<file path="src/design/tbl_pkg.sv">
`timescale 1ns / 1ps
`default_nettype none

package tbl_pkg;

  localparam int MaxItems   = 3;
  localparam int QueueDepth = 4;
  localparam int QPtrW      = $clog2(QueueDepth);

  localparam logic [3:0] KText   = 4'd0;
  localparam logic [3:0] KLat    = 4'd1;
  localparam logic [3:0] KRat    = 4'd2;
  localparam logic [3:0] KLdb    = 4'd3;
  localparam logic [3:0] KRdb    = 4'd4;
  localparam logic [3:0] KIdent  = 4'd5;
  localparam logic [3:0] KStr    = 4'd6;
  localparam logic [3:0] KDot    = 4'd7;
  localparam logic [3:0] KComma  = 4'd8;
  localparam logic [3:0] KLpar   = 4'd9;
  localparam logic [3:0] KRpar   = 4'd10;
  localparam logic [3:0] KStatus = 4'd11;

  localparam logic [1:0] MText = 2'd0;
  localparam logic [1:0] MAt   = 2'd1;
  localparam logic [1:0] MDbl  = 2'd2;

  localparam logic [1:0] PNone   = 2'd0;
  localparam logic [1:0] PLbrace = 2'd1;
  localparam logic [1:0] PRbrace = 2'd2;
  localparam logic [1:0] PAt     = 2'd3;

  localparam logic [1:0] ONone  = 2'd0;
  localparam logic [1:0] OIdent = 2'd1;
  localparam logic [1:0] OStr   = 2'd2;
  localparam logic [1:0] OEsc   = 2'd3;

  localparam logic [2:0] ErrNone     = 3'd0;
  localparam logic [2:0] ErrLoneAt   = 3'd1;
  localparam logic [2:0] ErrBadChar  = 3'd2;
  localparam logic [2:0] ErrNewline  = 3'd3;
  localparam logic [2:0] ErrUnclosed = 3'd4;

  localparam logic [7:0] ChLbrace = 8'h7B;
  localparam logic [7:0] ChAt     = 8'h40;
  localparam logic [7:0] ChRbrace = 8'h7D;
  localparam logic [7:0] ChQuote  = 8'h22;
  localparam logic [7:0] ChBslash = 8'h5C;
  localparam logic [7:0] ChUscore = 8'h5F;
  localparam logic [7:0] ChDot    = 8'h2E;
  localparam logic [7:0] ChComma  = 8'h2C;
  localparam logic [7:0] ChLpar   = 8'h28;
  localparam logic [7:0] ChRpar   = 8'h29;
  localparam logic [7:0] ChNl     = 8'h0A;
  localparam logic [7:0] ChSpace  = 8'h20;

  typedef logic [QPtrW-1:0] qptr_t;
  typedef logic [QPtrW:0]   qcount_t;

  typedef struct packed {
    logic [3:0] tok_kind;
    logic [7:0] content_byte;
    logic       byte_valid;
    logic       tok_first;
    logic       tok_end;
    logic [2:0] err_code;
    logic       src_done;
  } item_t;

  typedef struct packed {
    item_t [MaxItems-1:0] items;
    logic  [1:0]          count;
  } bundle_t;

  typedef struct packed {
    logic    push;
    bundle_t bundle;
  } push_t;

  typedef struct packed {
    logic    valid;
    bundle_t head;
  } head_t;

  function automatic item_t mk_item(logic [3:0] kind, logic [7:0] data, logic bv,
                                    logic first, logic fin, logic [2:0] err,
                                    logic done);
    item_t it;
    it.tok_kind     = kind;
    it.content_byte = bv ? data : 8'd0;
    it.byte_valid   = bv;
    it.tok_first    = first;
    it.tok_end      = fin;
    it.err_code     = err;
    it.src_done     = done;
    return it;
  endfunction

  function automatic logic is_ident(logic [7:0] c);
    return (c >= 8'h61 && c <= 8'h7A) || (c >= 8'h41 && c <= 8'h5A) ||
           (c >= 8'h30 && c <= 8'h39) || c == ChUscore;
  endfunction

  function automatic logic is_space(logic [7:0] c);
    return c == ChSpace || (c >= 8'd9 && c <= 8'd13);
  endfunction

endpackage

`default_nettype wire

</file>
<file path="src/design/tbl_if.sv">
`timescale 1ns / 1ps
`default_nettype none

interface tbl_src_if;
  logic       valid;
  logic       ready;
  logic [7:0] src_byte;
  logic       end_mark;

  modport source (output valid, output src_byte, output end_mark, input ready);
  modport sink (input valid, input src_byte, input end_mark, output ready);
endinterface

interface tbl_tok_if;
  logic       valid;
  logic       ready;
  logic [3:0] tok_kind;
  logic [7:0] content_byte;
  logic       byte_valid;
  logic       tok_first;
  logic       tok_end;
  logic [2:0] err_code;
  logic       src_done;
  logic       run_last;

  modport source (output valid, output tok_kind, output content_byte,
                  output byte_valid, output tok_first, output tok_end,
                  output err_code, output src_done, output run_last, input ready);
  modport sink (input valid, input tok_kind, input content_byte,
                input byte_valid, input tok_first, input tok_end,
                input err_code, input src_done, input run_last, output ready);
endinterface

`default_nettype wire

</file>
<file path="src/design/template_block_lexer_top.sv">
// Channel  Dir  Payload                                         Beat when
// src      in   src_byte[8], end_mark                           src.valid && src.ready
// tok      out  tok_kind[4], content_byte[8], byte_valid,       tok.valid && tok.ready
//               tok_first, tok_end, err_code[3], src_done, run_last
//
// The front takes one source beat per cycle while the queue has room; each makes up to 3 tokens.
// A four-entry bundle queue sits between front and back; src.ready drops only when it is full.
// The back sends one token beat per cycle unless tok.ready stalls it, a bundle's tokens in turn.
// After its source beat a token is registered in the queue, then in the output register.
// Reset is synchronous and clears lexer state, the queue and the output valid flag.
`timescale 1ns / 1ps
`default_nettype none

module template_block_lexer_top (
  input  wire logic clk,
  input  wire logic rst,
  tbl_src_if.sink   src,
  tbl_tok_if.source tok
);

  tbl_pkg::push_t push;
  tbl_pkg::head_t head;
  logic           q_ready;
  logic           pop;

  tbl_front u_front (
    .clk     (clk),
    .rst     (rst),
    .src     (src),
    .q_ready (q_ready),
    .push    (push)
  );

  tbl_queue u_queue (
    .clk   (clk),
    .rst   (rst),
    .push  (push),
    .ready (q_ready),
    .pop   (pop),
    .head  (head)
  );

  tbl_back u_back (
    .clk  (clk),
    .rst  (rst),
    .head (head),
    .pop  (pop),
    .tok  (tok)
  );

endmodule

`default_nettype wire

</file>
<file path="src/design/tbl_front.sv">
`timescale 1ns / 1ps
`default_nettype none

module tbl_front (
  input  wire logic    clk,
  input  wire logic    rst,
  tbl_src_if.sink      src,
  input  wire logic    q_ready,
  output tbl_pkg::push_t push
);

  logic [1:0] lex_mode, lex_mode_next;
  logic [1:0] pending_char, pending_char_next;
  logic [1:0] open_token, open_token_next;
  logic       text_open, text_open_next;
  logic       string_nonempty, string_nonempty_next;
  logic       halted_on_error, halted_on_error_next;

  tbl_pkg::bundle_t b;
  logic [1:0]       n;
  logic             go;
  logic [1:0]       p;
  logic [7:0]       c;
  logic             take;

  assign take = src.valid && q_ready;
  assign src.ready = q_ready;
  assign c = src.src_byte;

  always_comb begin
    lex_mode_next        = lex_mode;
    pending_char_next    = pending_char;
    open_token_next      = open_token;
    text_open_next       = text_open;
    string_nonempty_next = string_nonempty;
    halted_on_error_next = halted_on_error;
    b  = '0;
    n  = 2'd0;
    go = 1'b1;
    p  = tbl_pkg::PNone;

    if (src.end_mark) begin
      if (!halted_on_error) begin
        if (lex_mode == tbl_pkg::MText) begin
          if (pending_char == tbl_pkg::PLbrace) begin
            b.items[n] = tbl_pkg::mk_item(tbl_pkg::KText, tbl_pkg::ChLbrace, 1'b1,
                                          !text_open_next, 1'b0, tbl_pkg::ErrNone, 1'b0);
            n = n + 2'd1;
            text_open_next = 1'b1;
          end
          if (text_open_next) begin
            b.items[n] = tbl_pkg::mk_item(tbl_pkg::KText, 8'd0, 1'b0, 1'b0, 1'b1,
                                          tbl_pkg::ErrNone, 1'b0);
            n = n + 2'd1;
          end
          b.items[n] = tbl_pkg::mk_item(tbl_pkg::KStatus, 8'd0, 1'b0, 1'b0, 1'b0,
                                        tbl_pkg::ErrNone, 1'b1);
          n = n + 2'd1;
        end else begin
          if (open_token == tbl_pkg::OIdent) begin
            b.items[n] = tbl_pkg::mk_item(tbl_pkg::KIdent, 8'd0, 1'b0, 1'b0, 1'b1,
                                          tbl_pkg::ErrNone, 1'b0);
            n = n + 2'd1;
          end else if (open_token == tbl_pkg::OStr || open_token == tbl_pkg::OEsc) begin
            b.items[n] = tbl_pkg::mk_item(tbl_pkg::KStr, 8'd0, 1'b0, !string_nonempty,
                                          1'b1, tbl_pkg::ErrNone, 1'b0);
            n = n + 2'd1;
          end
          if (pending_char == tbl_pkg::PAt) begin
            b.items[n] = tbl_pkg::mk_item(tbl_pkg::KStatus, 8'd0, 1'b0, 1'b0, 1'b0,
                                          tbl_pkg::ErrLoneAt, 1'b1);
          end else if (pending_char == tbl_pkg::PRbrace) begin
            b.items[n] = tbl_pkg::mk_item(tbl_pkg::KStatus, 8'd0, 1'b0, 1'b0, 1'b0,
                                          tbl_pkg::ErrBadChar, 1'b1);
          end else begin
            b.items[n] = tbl_pkg::mk_item(tbl_pkg::KStatus, 8'd0, 1'b0, 1'b0, 1'b0,
                                          tbl_pkg::ErrUnclosed, 1'b1);
          end
          n = n + 2'd1;
        end
      end
      lex_mode_next        = tbl_pkg::MText;
      pending_char_next    = tbl_pkg::PNone;
      open_token_next      = tbl_pkg::ONone;
      text_open_next       = 1'b0;
      string_nonempty_next = 1'b0;
      halted_on_error_next = 1'b0;
    end else if (!halted_on_error) begin
      if (open_token == tbl_pkg::OEsc) begin
        b.items[n] = tbl_pkg::mk_item(tbl_pkg::KStr, c, 1'b1, !string_nonempty, 1'b0,
                                      tbl_pkg::ErrNone, 1'b0);
        n = n + 2'd1;
        string_nonempty_next = 1'b1;
        open_token_next = tbl_pkg::OStr;
        go = 1'b0;
      end else if (open_token == tbl_pkg::OStr) begin
        if (c == tbl_pkg::ChQuote) begin
          b.items[n] = tbl_pkg::mk_item(tbl_pkg::KStr, 8'd0, 1'b0, !string_nonempty, 1'b1,
                                        tbl_pkg::ErrNone, 1'b0);
          n = n + 2'd1;
          open_token_next = tbl_pkg::ONone;
          string_nonempty_next = 1'b0;
        end else if (c == tbl_pkg::ChBslash) begin
          open_token_next = tbl_pkg::OEsc;
        end else begin
          b.items[n] = tbl_pkg::mk_item(tbl_pkg::KStr, c, 1'b1, !string_nonempty, 1'b0,
                                        tbl_pkg::ErrNone, 1'b0);
          n = n + 2'd1;
          string_nonempty_next = 1'b1;
        end
        go = 1'b0;
      end else if (pending_char != tbl_pkg::PNone) begin
        p = pending_char;
        pending_char_next = tbl_pkg::PNone;
        if (p == tbl_pkg::PLbrace) begin
          if (c == tbl_pkg::ChAt || c == tbl_pkg::ChLbrace) begin
            if (text_open) begin
              b.items[n] = tbl_pkg::mk_item(tbl_pkg::KText, 8'd0, 1'b0, 1'b0, 1'b1,
                                            tbl_pkg::ErrNone, 1'b0);
              n = n + 2'd1;
            end
            text_open_next = 1'b0;
            b.items[n] = tbl_pkg::mk_item((c == tbl_pkg::ChAt) ? tbl_pkg::KLat :
                                          tbl_pkg::KLdb, 8'd0, 1'b0, 1'b1, 1'b1,
                                          tbl_pkg::ErrNone, 1'b0);
            n = n + 2'd1;
            lex_mode_next = (c == tbl_pkg::ChAt) ? tbl_pkg::MAt : tbl_pkg::MDbl;
            go = 1'b0;
          end else begin
            b.items[n] = tbl_pkg::mk_item(tbl_pkg::KText, tbl_pkg::ChLbrace, 1'b1,
                                          !text_open, 1'b0, tbl_pkg::ErrNone, 1'b0);
            n = n + 2'd1;
            text_open_next = 1'b1;
          end
        end else begin
          if (c == tbl_pkg::ChRbrace) begin
            b.items[n] = tbl_pkg::mk_item((p == tbl_pkg::PAt) ? tbl_pkg::KRat :
                                          tbl_pkg::KRdb, 8'd0, 1'b0, 1'b1, 1'b1,
                                          tbl_pkg::ErrNone, 1'b0);
            n = n + 2'd1;
            lex_mode_next = tbl_pkg::MText;
          end else begin
            b.items[n] = tbl_pkg::mk_item(tbl_pkg::KStatus, 8'd0, 1'b0, 1'b0, 1'b0,
                                          (p == tbl_pkg::PAt) ? tbl_pkg::ErrLoneAt :
                                          tbl_pkg::ErrBadChar, 1'b1);
            n = n + 2'd1;
            lex_mode_next        = tbl_pkg::MText;
            open_token_next      = tbl_pkg::ONone;
            text_open_next       = 1'b0;
            string_nonempty_next = 1'b0;
            halted_on_error_next = 1'b1;
          end
          go = 1'b0;
        end
      end else if (open_token == tbl_pkg::OIdent) begin
        if (tbl_pkg::is_ident(c)) begin
          b.items[n] = tbl_pkg::mk_item(tbl_pkg::KIdent, c, 1'b1, 1'b0, 1'b0,
                                        tbl_pkg::ErrNone, 1'b0);
          n = n + 2'd1;
          go = 1'b0;
        end else begin
          b.items[n] = tbl_pkg::mk_item(tbl_pkg::KIdent, 8'd0, 1'b0, 1'b0, 1'b1,
                                        tbl_pkg::ErrNone, 1'b0);
          n = n + 2'd1;
          open_token_next = tbl_pkg::ONone;
          string_nonempty_next = 1'b0;
        end
      end

      if (go) begin
        if (lex_mode_next == tbl_pkg::MText) begin
          if (c == tbl_pkg::ChLbrace) begin
            pending_char_next = tbl_pkg::PLbrace;
          end else begin
            b.items[n] = tbl_pkg::mk_item(tbl_pkg::KText, c, 1'b1, !text_open_next, 1'b0,
                                          tbl_pkg::ErrNone, 1'b0);
            n = n + 2'd1;
            text_open_next = 1'b1;
          end
        end else if (c == tbl_pkg::ChQuote) begin
          open_token_next = tbl_pkg::OStr;
          string_nonempty_next = 1'b0;
        end else if (tbl_pkg::is_ident(c)) begin
          b.items[n] = tbl_pkg::mk_item(tbl_pkg::KIdent, c, 1'b1, 1'b1, 1'b0,
                                        tbl_pkg::ErrNone, 1'b0);
          n = n + 2'd1;
          open_token_next = tbl_pkg::OIdent;
        end else if (c == tbl_pkg::ChDot || c == tbl_pkg::ChComma ||
                     c == tbl_pkg::ChLpar || c == tbl_pkg::ChRpar) begin
          b.items[n] = tbl_pkg::mk_item((c == tbl_pkg::ChDot) ? tbl_pkg::KDot :
                                        (c == tbl_pkg::ChComma) ? tbl_pkg::KComma :
                                        (c == tbl_pkg::ChLpar) ? tbl_pkg::KLpar :
                                        tbl_pkg::KRpar, 8'd0, 1'b0, 1'b1, 1'b1,
                                        tbl_pkg::ErrNone, 1'b0);
          n = n + 2'd1;
        end else if (lex_mode_next == tbl_pkg::MAt && c == tbl_pkg::ChAt) begin
          pending_char_next = tbl_pkg::PAt;
        end else if (lex_mode_next == tbl_pkg::MDbl && c == tbl_pkg::ChRbrace) begin
          pending_char_next = tbl_pkg::PRbrace;
        end else if (!(tbl_pkg::is_space(c) &&
                       !(lex_mode_next == tbl_pkg::MDbl && c == tbl_pkg::ChNl))) begin
          b.items[n] = tbl_pkg::mk_item(tbl_pkg::KStatus, 8'd0, 1'b0, 1'b0, 1'b0,
                                        (lex_mode_next == tbl_pkg::MDbl &&
                                         c == tbl_pkg::ChNl) ? tbl_pkg::ErrNewline :
                                        tbl_pkg::ErrBadChar, 1'b1);
          n = n + 2'd1;
          lex_mode_next        = tbl_pkg::MText;
          pending_char_next    = tbl_pkg::PNone;
          open_token_next      = tbl_pkg::ONone;
          text_open_next       = 1'b0;
          string_nonempty_next = 1'b0;
          halted_on_error_next = 1'b1;
        end
      end
    end
    b.count = n;
  end

  assign push.push   = take && (n != 2'd0);
  assign push.bundle = b;

  always_ff @(posedge clk) begin
    if (rst) begin
      lex_mode        <= tbl_pkg::MText;
      pending_char    <= tbl_pkg::PNone;
      open_token      <= tbl_pkg::ONone;
      text_open       <= 1'b0;
      string_nonempty <= 1'b0;
      halted_on_error <= 1'b0;
    end else if (take) begin
      lex_mode        <= lex_mode_next;
      pending_char    <= pending_char_next;
      open_token      <= open_token_next;
      text_open       <= text_open_next;
      string_nonempty <= string_nonempty_next;
      halted_on_error <= halted_on_error_next;
    end
  end

endmodule

`default_nettype wire

</file>
<file path="src/design/tbl_queue.sv">
`timescale 1ns / 1ps
`default_nettype none

module tbl_queue (
  input  wire logic           clk,
  input  wire logic           rst,
  input  tbl_pkg::push_t      push,
  output logic                ready,
  input  wire logic           pop,
  output tbl_pkg::head_t      head
);

  tbl_pkg::bundle_t mem [tbl_pkg::QueueDepth];
  tbl_pkg::qptr_t   wr_ptr;
  tbl_pkg::qptr_t   rd_ptr;
  tbl_pkg::qcount_t count;
  logic             do_push;
  logic             do_pop;

  assign ready   = (count != tbl_pkg::qcount_t'(tbl_pkg::QueueDepth));
  assign do_push = push.push && ready;
  assign do_pop  = pop && (count != '0);

  assign head.valid = (count != '0);
  assign head.head  = mem[rd_ptr];

  always_ff @(posedge clk) begin
    if (do_push) begin
      mem[wr_ptr] <= push.bundle;
    end
  end

  always_ff @(posedge clk) begin
    if (rst) begin
      wr_ptr <= '0;
      rd_ptr <= '0;
      count  <= '0;
    end else begin
      if (do_push) begin
        wr_ptr <= wr_ptr + tbl_pkg::qptr_t'(1);
      end
      if (do_pop) begin
        rd_ptr <= rd_ptr + tbl_pkg::qptr_t'(1);
      end
      count <= count + tbl_pkg::qcount_t'(do_push) - tbl_pkg::qcount_t'(do_pop);
    end
  end

endmodule

`default_nettype wire

</file>
<file path="src/design/tbl_back.sv">
`timescale 1ns / 1ps
`default_nettype none

module tbl_back (
  input  wire logic      clk,
  input  wire logic      rst,
  input  tbl_pkg::head_t head,
  output logic           pop,
  tbl_tok_if.source      tok
);

  logic [1:0]     idx;
  logic           last;
  logic           load;
  logic           out_valid;
  tbl_pkg::item_t out_item;
  logic           out_last;
  tbl_pkg::item_t cur;

  assign cur  = head.head.items[idx];
  assign last = (idx == head.head.count - 2'd1);
  assign load = head.valid && (!out_valid || tok.ready);
  assign pop  = load && last;

  always_ff @(posedge clk) begin
    if (rst) begin
      out_valid <= 1'b0;
      idx       <= 2'd0;
    end else begin
      if (load) begin
        out_valid <= 1'b1;
        idx       <= last ? 2'd0 : idx + 2'd1;
      end else if (tok.ready) begin
        out_valid <= 1'b0;
      end
    end
  end

  always_ff @(posedge clk) begin
    if (load) begin
      out_item <= cur;
      out_last <= last;
    end
  end

  assign tok.valid        = out_valid;
  assign tok.tok_kind     = out_item.tok_kind;
  assign tok.content_byte = out_item.content_byte;
  assign tok.byte_valid   = out_item.byte_valid;
  assign tok.tok_first    = out_item.tok_first;
  assign tok.tok_end      = out_item.tok_end;
  assign tok.err_code     = out_item.err_code;
  assign tok.src_done     = out_item.src_done;
  assign tok.run_last     = out_last;

endmodule

`default_nettype wire

</file>
<file path="src/flat_wrapper.sv">
// flat-port wrapper written by rule: the top's interface ports become plain ports
module template_block_lexer_top_flat 
  (clk, rst, src_valid, src_src_byte, src_end_mark, src_ready, tok_valid, tok_tok_kind, tok_content_byte, tok_byte_valid, tok_tok_first, tok_tok_end, tok_err_code, tok_src_done, tok_run_last, tok_ready);
  tbl_src_if src_i ();
  tbl_tok_if tok_i ();
  input  wire logic clk;
  input  wire logic rst;
  input wire logic [$bits(src_i.valid)-1:0] src_valid;
  input wire logic [$bits(src_i.src_byte)-1:0] src_src_byte;
  input wire logic [$bits(src_i.end_mark)-1:0] src_end_mark;
  output wire logic [$bits(src_i.ready)-1:0] src_ready;
  output wire logic [$bits(tok_i.valid)-1:0] tok_valid;
  output wire logic [$bits(tok_i.tok_kind)-1:0] tok_tok_kind;
  output wire logic [$bits(tok_i.content_byte)-1:0] tok_content_byte;
  output wire logic [$bits(tok_i.byte_valid)-1:0] tok_byte_valid;
  output wire logic [$bits(tok_i.tok_first)-1:0] tok_tok_first;
  output wire logic [$bits(tok_i.tok_end)-1:0] tok_tok_end;
  output wire logic [$bits(tok_i.err_code)-1:0] tok_err_code;
  output wire logic [$bits(tok_i.src_done)-1:0] tok_src_done;
  output wire logic [$bits(tok_i.run_last)-1:0] tok_run_last;
  input wire logic [$bits(tok_i.ready)-1:0] tok_ready;
  assign src_i.valid = src_valid;
  assign src_i.src_byte = src_src_byte;
  assign src_i.end_mark = src_end_mark;
  assign src_ready = src_i.ready;
  assign tok_valid = tok_i.valid;
  assign tok_tok_kind = tok_i.tok_kind;
  assign tok_content_byte = tok_i.content_byte;
  assign tok_byte_valid = tok_i.byte_valid;
  assign tok_tok_first = tok_i.tok_first;
  assign tok_tok_end = tok_i.tok_end;
  assign tok_err_code = tok_i.err_code;
  assign tok_src_done = tok_i.src_done;
  assign tok_run_last = tok_i.run_last;
  assign tok_i.ready = tok_ready;
  template_block_lexer_top u_core (.clk(clk), .rst(rst), .src(src_i), .tok(tok_i));
endmodule
</file>
<file path="config.mk">
export PLATFORM = sky130hd
export DESIGN_NAME = template_block_lexer_top_flat
export DESIGN_NICKNAME = d
export VERILOG_FILES = /design/src/design/tbl_pkg.sv /design/src/design/tbl_if.sv /design/src/design/template_block_lexer_top.sv /design/src/design/tbl_front.sv /design/src/design/tbl_queue.sv /design/src/design/tbl_back.sv /design/src/flat_wrapper.sv
export SDC_FILE = /design/constraint.sdc
export NUM_CORES = 1
export LEC_CHECK = 0
export BUFFER_PORTS_ARGS = -buffer_cell sky130_fd_sc_hd__buf_2
export CAP_MARGIN = 20
export CORE_MARGIN = 2
export CORE_UTILIZATION = 45
export DETAILED_ROUTE_END_ITERATION = 7
export GPL_ROUTABILITY_DRIVEN = 0
export GPL_TIMING_DRIVEN = 1
export HOLD_SLACK_MARGIN = 0.02
export SYNTH_ARGS = -nofsm -noshare
export SYNTH_HDL_FRONTEND = slang
export SYNTH_SLANG_ARGS = --single-unit
</file>
<file path="constraint.sdc">
create_clock -name clk -period 8.9 [get_ports clk]
set_input_delay 0 -clock clk [delete_from_list [all_inputs] [get_ports clk]]
set_output_delay 0 -clock clk [all_outputs]
set_load 0.02 [all_outputs]
</file>
==> impl_metrics.toml, run 1 <==
[clock_tree]
ctsRootBufferMaster = "clkbuf_16"
clock_latency_ns = 0.54
path_clk_slew_ns = 0.06
h-tree-depth = 1
cts_buffers = 28
cts_tree = "done"
cts_buffer_depth = 3
cts.sinks = 273

[place]
pre_cts_ws_ns = 4.28
placed_cell_area_mm2 = 0.0132
dp_hpwl_mm = 18.6
io_buffers = 34

[hold_path]
hp-class = "in2reg"
holdCritStartpoint = "src_src_byte[4]"
holdPathStages = 2
whs_endpoint = "u_core.u_queue.mem[3][32]$_DFFE_PP_"

[critical_path]
r2r_end = "u_core.u_queue.count[2]$_SDFF_PP0_"
r2r_setup_slack_ns = 4.24
crit_path_top_delay_cell = "dfxtp_1"
r2r-start = "u_core.u_front.pending_char[0]$_SDFFE_PP0P_"
critPathMaxFanout = 17
crit_required_ns = 9.30
critPathBufInv = 2
criticalPathCategory = "reg2reg"
max_stage_delay_ns = 0.69
crit_chain = "nand2b_1 -> a211o_1 -> a21oi_2 -> or3_1 -> nand4_1 -> a2111oi_0 -> o31ai_2 -> buf_4 -> ha_1 -> inv_1 -> ha_1 -> fa_1 -> xnor2_1 -> xnor2_1 -> nor2_1"
cp-start-kind = "flip-flop"
setup.worst_path.end_class = "flip-flop"
ff2ff_path_depth = 15
crit_arrival_ns = 5.06
critPathTopFamily = "compound AO/OA/AOI/OAI gates"

[timing]
skew_ns = 0.0212
slew_viol_final = 0
max_freq_ghz = 0.214
worst_slack_ns = 4.24
period_share = 0.524
maxSlewHeadroom = 0.283
worst_pin_slew_ns = 1.07
hold_ws_ns = 0.0552
rsz0062_at_grt = "false"
min_period_ns = 4.66
setup-tns-final_ns = 0
setup_viol = 0
hold_viol = 0

[finish]
mostFrequentLayoutCells = "edfxtp_1, nand2_1, mux4_2, nor2_1, o21ai_0"
diodes = 0
fin_area_mm2 = 0.0141
drive_gt1_frac = 0.195
area_growth_pct = 12.2
fin_nets = 948
post-route-util = 0.510
layout_commonest_cell = "edfxtp_1"

[logic_synthesis]
ys_dominant_reg_cell = "edfxtp_1"
syn-instance-count = 894
avgSynthCellArea_um2 = 14.1
async_flop_share = 0
syn_nets = 917
yosysWarnings = 0
ys_seq_area_frac = 0.636
synth_edf_count = 252
syn_area_mm2 = 0.0126
synth.distinct_cells = 78
synth-seq-cells = 273

[floorplan]
fp-row-count = 61
die_w_um = 171
ios = 35
initial_core_util = 0.455
chipHeight_um = 171
core_area_mm2 = 0.0276
dieArea_mm2 = 0.0293

[grt]
grt_pass1_wl_mm = 46.2
grt_pass1_vias = 7628
overflow = 0
grt_usage = 0.209
grt_max_degree = 59
antenna_found_initial = 0

[detailed_routing]
via_per_inst = 5.95
firstDrtPassIters = 5
drc = 0
finalWirelength_mm = 29.9
post_drt_wl_per_cell_um = 22.6
drt-initial-drc-count = 771
drtAntennaViolNets = 0
num_vias = 7880

[power_and_ir_drop]
p_per_area_mw_per_mm2 = 237
p_leak_nw = 4.65
ir_worst_vdd_mv = 0.172

[flow_run]
drv_cap = 0

[status]
status = "finished, final reports clean"
==> power by group <==
part	switching [mW]	total [mW]	internal, mW	leakage (nW)
clock network	0.457	1.11	0.656	0.437
registers	0.0421	1.61	1.57	2.55
logic	0.380	0.626	0.246	1.67
total	0.879	3.35	2.47	4.65
==> cell type report <==
| cell class | instances | area (µm²) |
|---|---|---|
| clock inverter | 11 | 82.6 |
| fill | 2397 | 13500 |
| clock buffer | 40 | 807 |
| multi-input combinational | 530 | 4260 |
| inverter | 36 | 135 |
| timing repair buffer | 56 | 353 |
| sequential | 273 | 7990 |
| tap | 378 | 473 |
==> synthesized netlist by cell type (7+ instances only) <==
cell type  instances  share of area
nand2b_1           8         0.0040
and2_1            19         0.0095
buf_1             12         0.0036
inv_1             35          0.010
or2_2              7         0.0035
mux4_2            58           0.10
a211oi_1           8         0.0048
nor2b_1           11         0.0055
nand3_1           15         0.0060
o31ai_1            8         0.0048
nor3_1            25          0.010
edfxtp_1         252           0.60
o22ai_1           22          0.011
xnor2_1            7         0.0049
ha_1               9         0.0090
clkbuf_1          40          0.012
a21oi_1           38          0.015
nor2_1            60          0.018
mux2i_1           22          0.018
nand2_1           59          0.018
dfxtp_1           21          0.033
o21ai_0           47          0.019
==> flip-flops by register name, summed over array words and instances (netlist names), 2 cells and up, named ones only <==
| register | flops |
|---|---|
| u_core.u_queue.mem | 232 |
| u_core.u_back.tok.content_byte | 8 |
| u_core.u_back.tok.tok_kind | 4 |
| u_core.u_back.tok.err_code | 3 |
| u_core.u_queue.count | 3 |
| u_core.u_back.idx | 2 |
| u_core.u_front.lex_mode | 2 |
| u_core.u_front.open_token | 2 |
| u_core.u_front.pending_char | 2 |
| u_core.u_queue.rd_ptr | 2 |
| u_core.u_queue.wr_ptr | 2 |
==> logic make-up (layout without fill, tap and decap cells) <==
logic type               after synthesis  after routing  share of synthesized area
XOR/XNOR                               8              8                    0.00558
adder cells (fa/ha/maj)               10             10                     0.0106
buffers and inverters                 91            143                     0.0280
flip-flops                           273            273                      0.636
AND/OR/NAND/NOR                      248            248                      0.102
multiplexers                          81             81                      0.122
AO/OA/AOI/OAI                        183            183                     0.0957
==> worst reg2reg max path: stages (launching register included) <==
cell	delay, ns
dfxtp_1	0.69
nand2b_1	0.32
a211o_1	0.35
a21oi_2	0.35
or3_1	0.49
nand4_1	0.14
a2111oi_0	0.62
o31ai_2	0.12
buf_4	0.21
ha_1	0.29
inv_1	0.04
ha_1	0.18
fa_1	0.38
xnor2_1	0.18
xnor2_1	0.13
nor2_1	0.05
==> metrics by stage <==
step	cells	power, mW
global route	1324	3.51
finish	1324	3.35
detailed placement	1267	2.27
global placement	1266	2.27
CTS	1324	3.39
floorplan	894	2.07
==> metal layers <==
metal,vias up,share of wire,GRT usage,wire length (µm)
met1,3898,0.44,0.305,13300
li1,3558,-,-,-
met3,62,0.079,0.0402,2350
met2,362,0.45,0.319,13400
met4,0,0.029,0.0685,858
met5,-,0,0,0
==> worst max-delay path by stage <==
stage,start,end,slack [ns],cells past startpoint
2_1_floorplan,src_src_byte[1],u_core.u_queue.mem[0][0]$_DFFE_PP_,3.64,13
6_report,u_core.u_front.pending_char[0]$_SDFFE_PP0P_,u_core.u_queue.count[2]$_SDFF_PP0_,4.24,15
3_3_place_gp,src_src_byte[1],u_core.u_queue.count[2]$_SDFF_PP0_,4.42,19
4_1_cts,u_core.u_front.pending_char[0]$_SDFFE_PP0P_,u_core.u_queue.count[2]$_SDFF_PP0_,4.35,15
3_5_place_dp,src_src_byte[1],u_core.u_queue.count[2]$_SDFF_PP0_,4.28,19
5_1_grt,u_core.u_front.pending_char[0]$_SDFFE_PP0P_,u_core.u_queue.count[2]$_SDFF_PP0_,3.85,15
==> timing repair <==
action / in CTS / in global routing
setup buffers: 0 / 0
setup endpoints to repair: 0 / 0
resized for setup: 0 / 0
endpoints found under the hold margin: 38 / 0
hold buffers: 6 / 0
Note: power is estimated with default switching activity, not from simulation.
==> run 2, diff against run 1 <==
- clock period: 8.9 -> 4.2 ns (I/O delays scaled with it)
==> run 2 against run 1 <==
Net effect: routed wire length increased by 1.7%; die area is the same; hold slack better by 0.049 ns; cell count up 2.7%; clock-buffer cell count is 7 higher; sequential share of layout area shrank 1.7 points; combinational power rose by 120%; largest cell class unchanged.
==> impl_metrics.toml, run 2 (same netlist as run 1, synthesis figures left out) <==
[timing]
rsz0062_at_grt = "false"
min_period_ns = 3.84
hold_viol = 0
worst_pin_slew_ns = 1.03
max_freq_ghz = 0.260
setup_viol = 0
maxSlewHeadroom = 0.311
period_share = 0.914
slew_viol_final = 0
skew_ns = 0.0209
hold_ws_ns = 0.104

[clock_tree]
ctsRootBufferMaster = "clkbuf_16"
path_clk_slew_ns = 0.06
cts.sinks = 273
cts_buffer_depth = 3
cts_tree = "done"
h-tree-depth = 1
clock_latency_ns = 0.54
cts_setup_buffers = 0
cts_buffers = 28

[finish]
fin_area_mm2 = 0.0145
fin_nets = 983
post-route-util = 0.526
stdcell_count = 1360
largest_register_ffs = 232
mostFrequentLayoutCells = "edfxtp_1, nand2_1, mux4_2, nor2_1, o21ai_0"
diodes = 0
fillerInstances = 2354
area_growth_pct = 15.8
largest-register = "u_core.u_queue.mem"
layout_commonest_cell = "edfxtp_1"
drive_gt1_frac = 0.222

[place]
dp_hpwl_mm = 20.5
dp_cells = 1299
io_buffers = 34
placed_cell_area_mm2 = 0.0135

[critical_path]
setup.worst_path.end_class = "flip-flop"
crit_arrival_ns = 4.25
max_stage_delay_ns = 0.54
crit_required_ns = 4.61
critPathBufInv = 1
crit_path_top_delay_cell = "dfxtp_1"
criticalPathCategory = "reg2reg"
critPathTopFamily = "simple AND/OR/NAND/NOR gates"
critPathMaxFanout = 11
cp-start-kind = "flip-flop"
crit_chain = "nor2b_1 -> nand3_1 -> or3_4 -> a41oi_4 -> nand4_1 -> a2111oi_1 -> o31ai_2 -> ha_1 -> inv_1 -> ha_1 -> fa_1 -> xnor2_1 -> xnor2_1 -> nor2_1"

[detailed_routing]
num_vias = 8125
drc = 0
drt-initial-drc-count = 875
finalWirelength_mm = 30.4
post_drt_wl_per_cell_um = 22.4
firstDrtPassIters = 5
drtAntennaViolNets = 0
via_per_inst = 5.97

[power_and_ir_drop]
ir_worst_vdd_mv = 0.310
power_frac_comb = 0.192
swShare = 0.259
p_clk_frac = 0.336
p_sw_mw = 1.87
p_int_mw = 5.33
p_per_area_mw_per_mm2 = 495
seqPwrFrac = 0.472
p_leak_nw = 4.88

[floorplan]
chipHeight_um = 171
fp-row-count = 61
die_w_um = 171
ios = 35
dieArea_mm2 = 0.0293
core_area_mm2 = 0.0276
initial_core_util = 0.455

[grt]
grt_pass1_vias = 7822
antenna_found_initial = 0
grt_usage = 0.211
grt_pass1_wl_mm = 46.9
grt_max_degree = 59
overflow = 0

[flow_run]
drv_cap = 0

[status]
status = "finished, final reports clean"

[hold_path]
hp-class = "in2reg"
==> run 2: layout make-up <==
| cell class | count | area (µm²) | share of cell area |
|---|---|---|---|
| Clock buffer | 47 | 863 | 0.0593 |
| Clock inverter | 5 | 52.6 | 0.00361 |
| Inverter | 36 | 135 | 0.00929 |
| Multi-Input combinational cell | 530 | 4280 | 0.294 |
| Sequential cell | 273 | 7990 | 0.550 |
| Tap cell | 378 | 473 | 0.0325 |
| Timing Repair Buffer | 91 | 746 | 0.0513 |
==> run 2: final timing paths <==
check	cells after the start	startpoint	slack (ns)	end
hold reg to reg	2	u_core.u_queue.rd_ptr[1]$_SDFFE_PP0P_	0.55	flip-flop
setup reg to reg	14	u_core.u_front.pending_char[0]$_SDFFE_PP0P_	0.36	u_core.u_queue.count[2]$_SDFF_PP0_
hold / removal	2	src_src_byte[1]	0.10	u_core.u_queue.mem[0][48]$_DFFE_PP_
setup / recovery	14	u_core.u_front.pending_char[0]$_SDFFE_PP0P_	0.36	u_core.u_queue.count[2]$_SDFF_PP0_
==> run 2: metrics by stage <==
step	setup TNS, ns	setup slack (ns)	total power [mW]
2_1_floorplan	-25.81	-0.111	4.39
3_3_place_gp	0	0.325	4.85
3_5_place_dp	0	0.262	4.86
4_1_cts	0	0.288	7.29
5_1_grt	0	0.00423	7.52
6_report	0	0.361	7.20
==> run 2: metal layers <==
| layer | part of all wire | global-route usage | vias to the layer above |
|---|---|---|---|
| met5 | 0 | 0 | - |
| met4 | 0.027 | 0.0560 | 0 |
| met3 | 0.065 | 0.0282 | 72 |
| met2 | 0.46 | 0.332 | 395 |
| met1 | 0.45 | 0.311 | 4031 |
| li1 | - | - | 3627 |
==> run 2: what timing repair did <==
action	CTS	global route
resized for setup	0	6
endpoints found under the setup margin	0	1
hold buffers	9	0
hold endpoints to repair	49	0
==> run 2: power by group through the flow <==
stage	Combinational, mW	Sequential (mW)	Clock [mW]
after floorplan	0.798	3.59	0
after global placement	1.40	3.45	0
after detailed placement	1.41	3.46	0
after CTS	1.42	3.40	2.47
after global routing	1.52	3.42	2.58
final	1.38	3.40	2.42
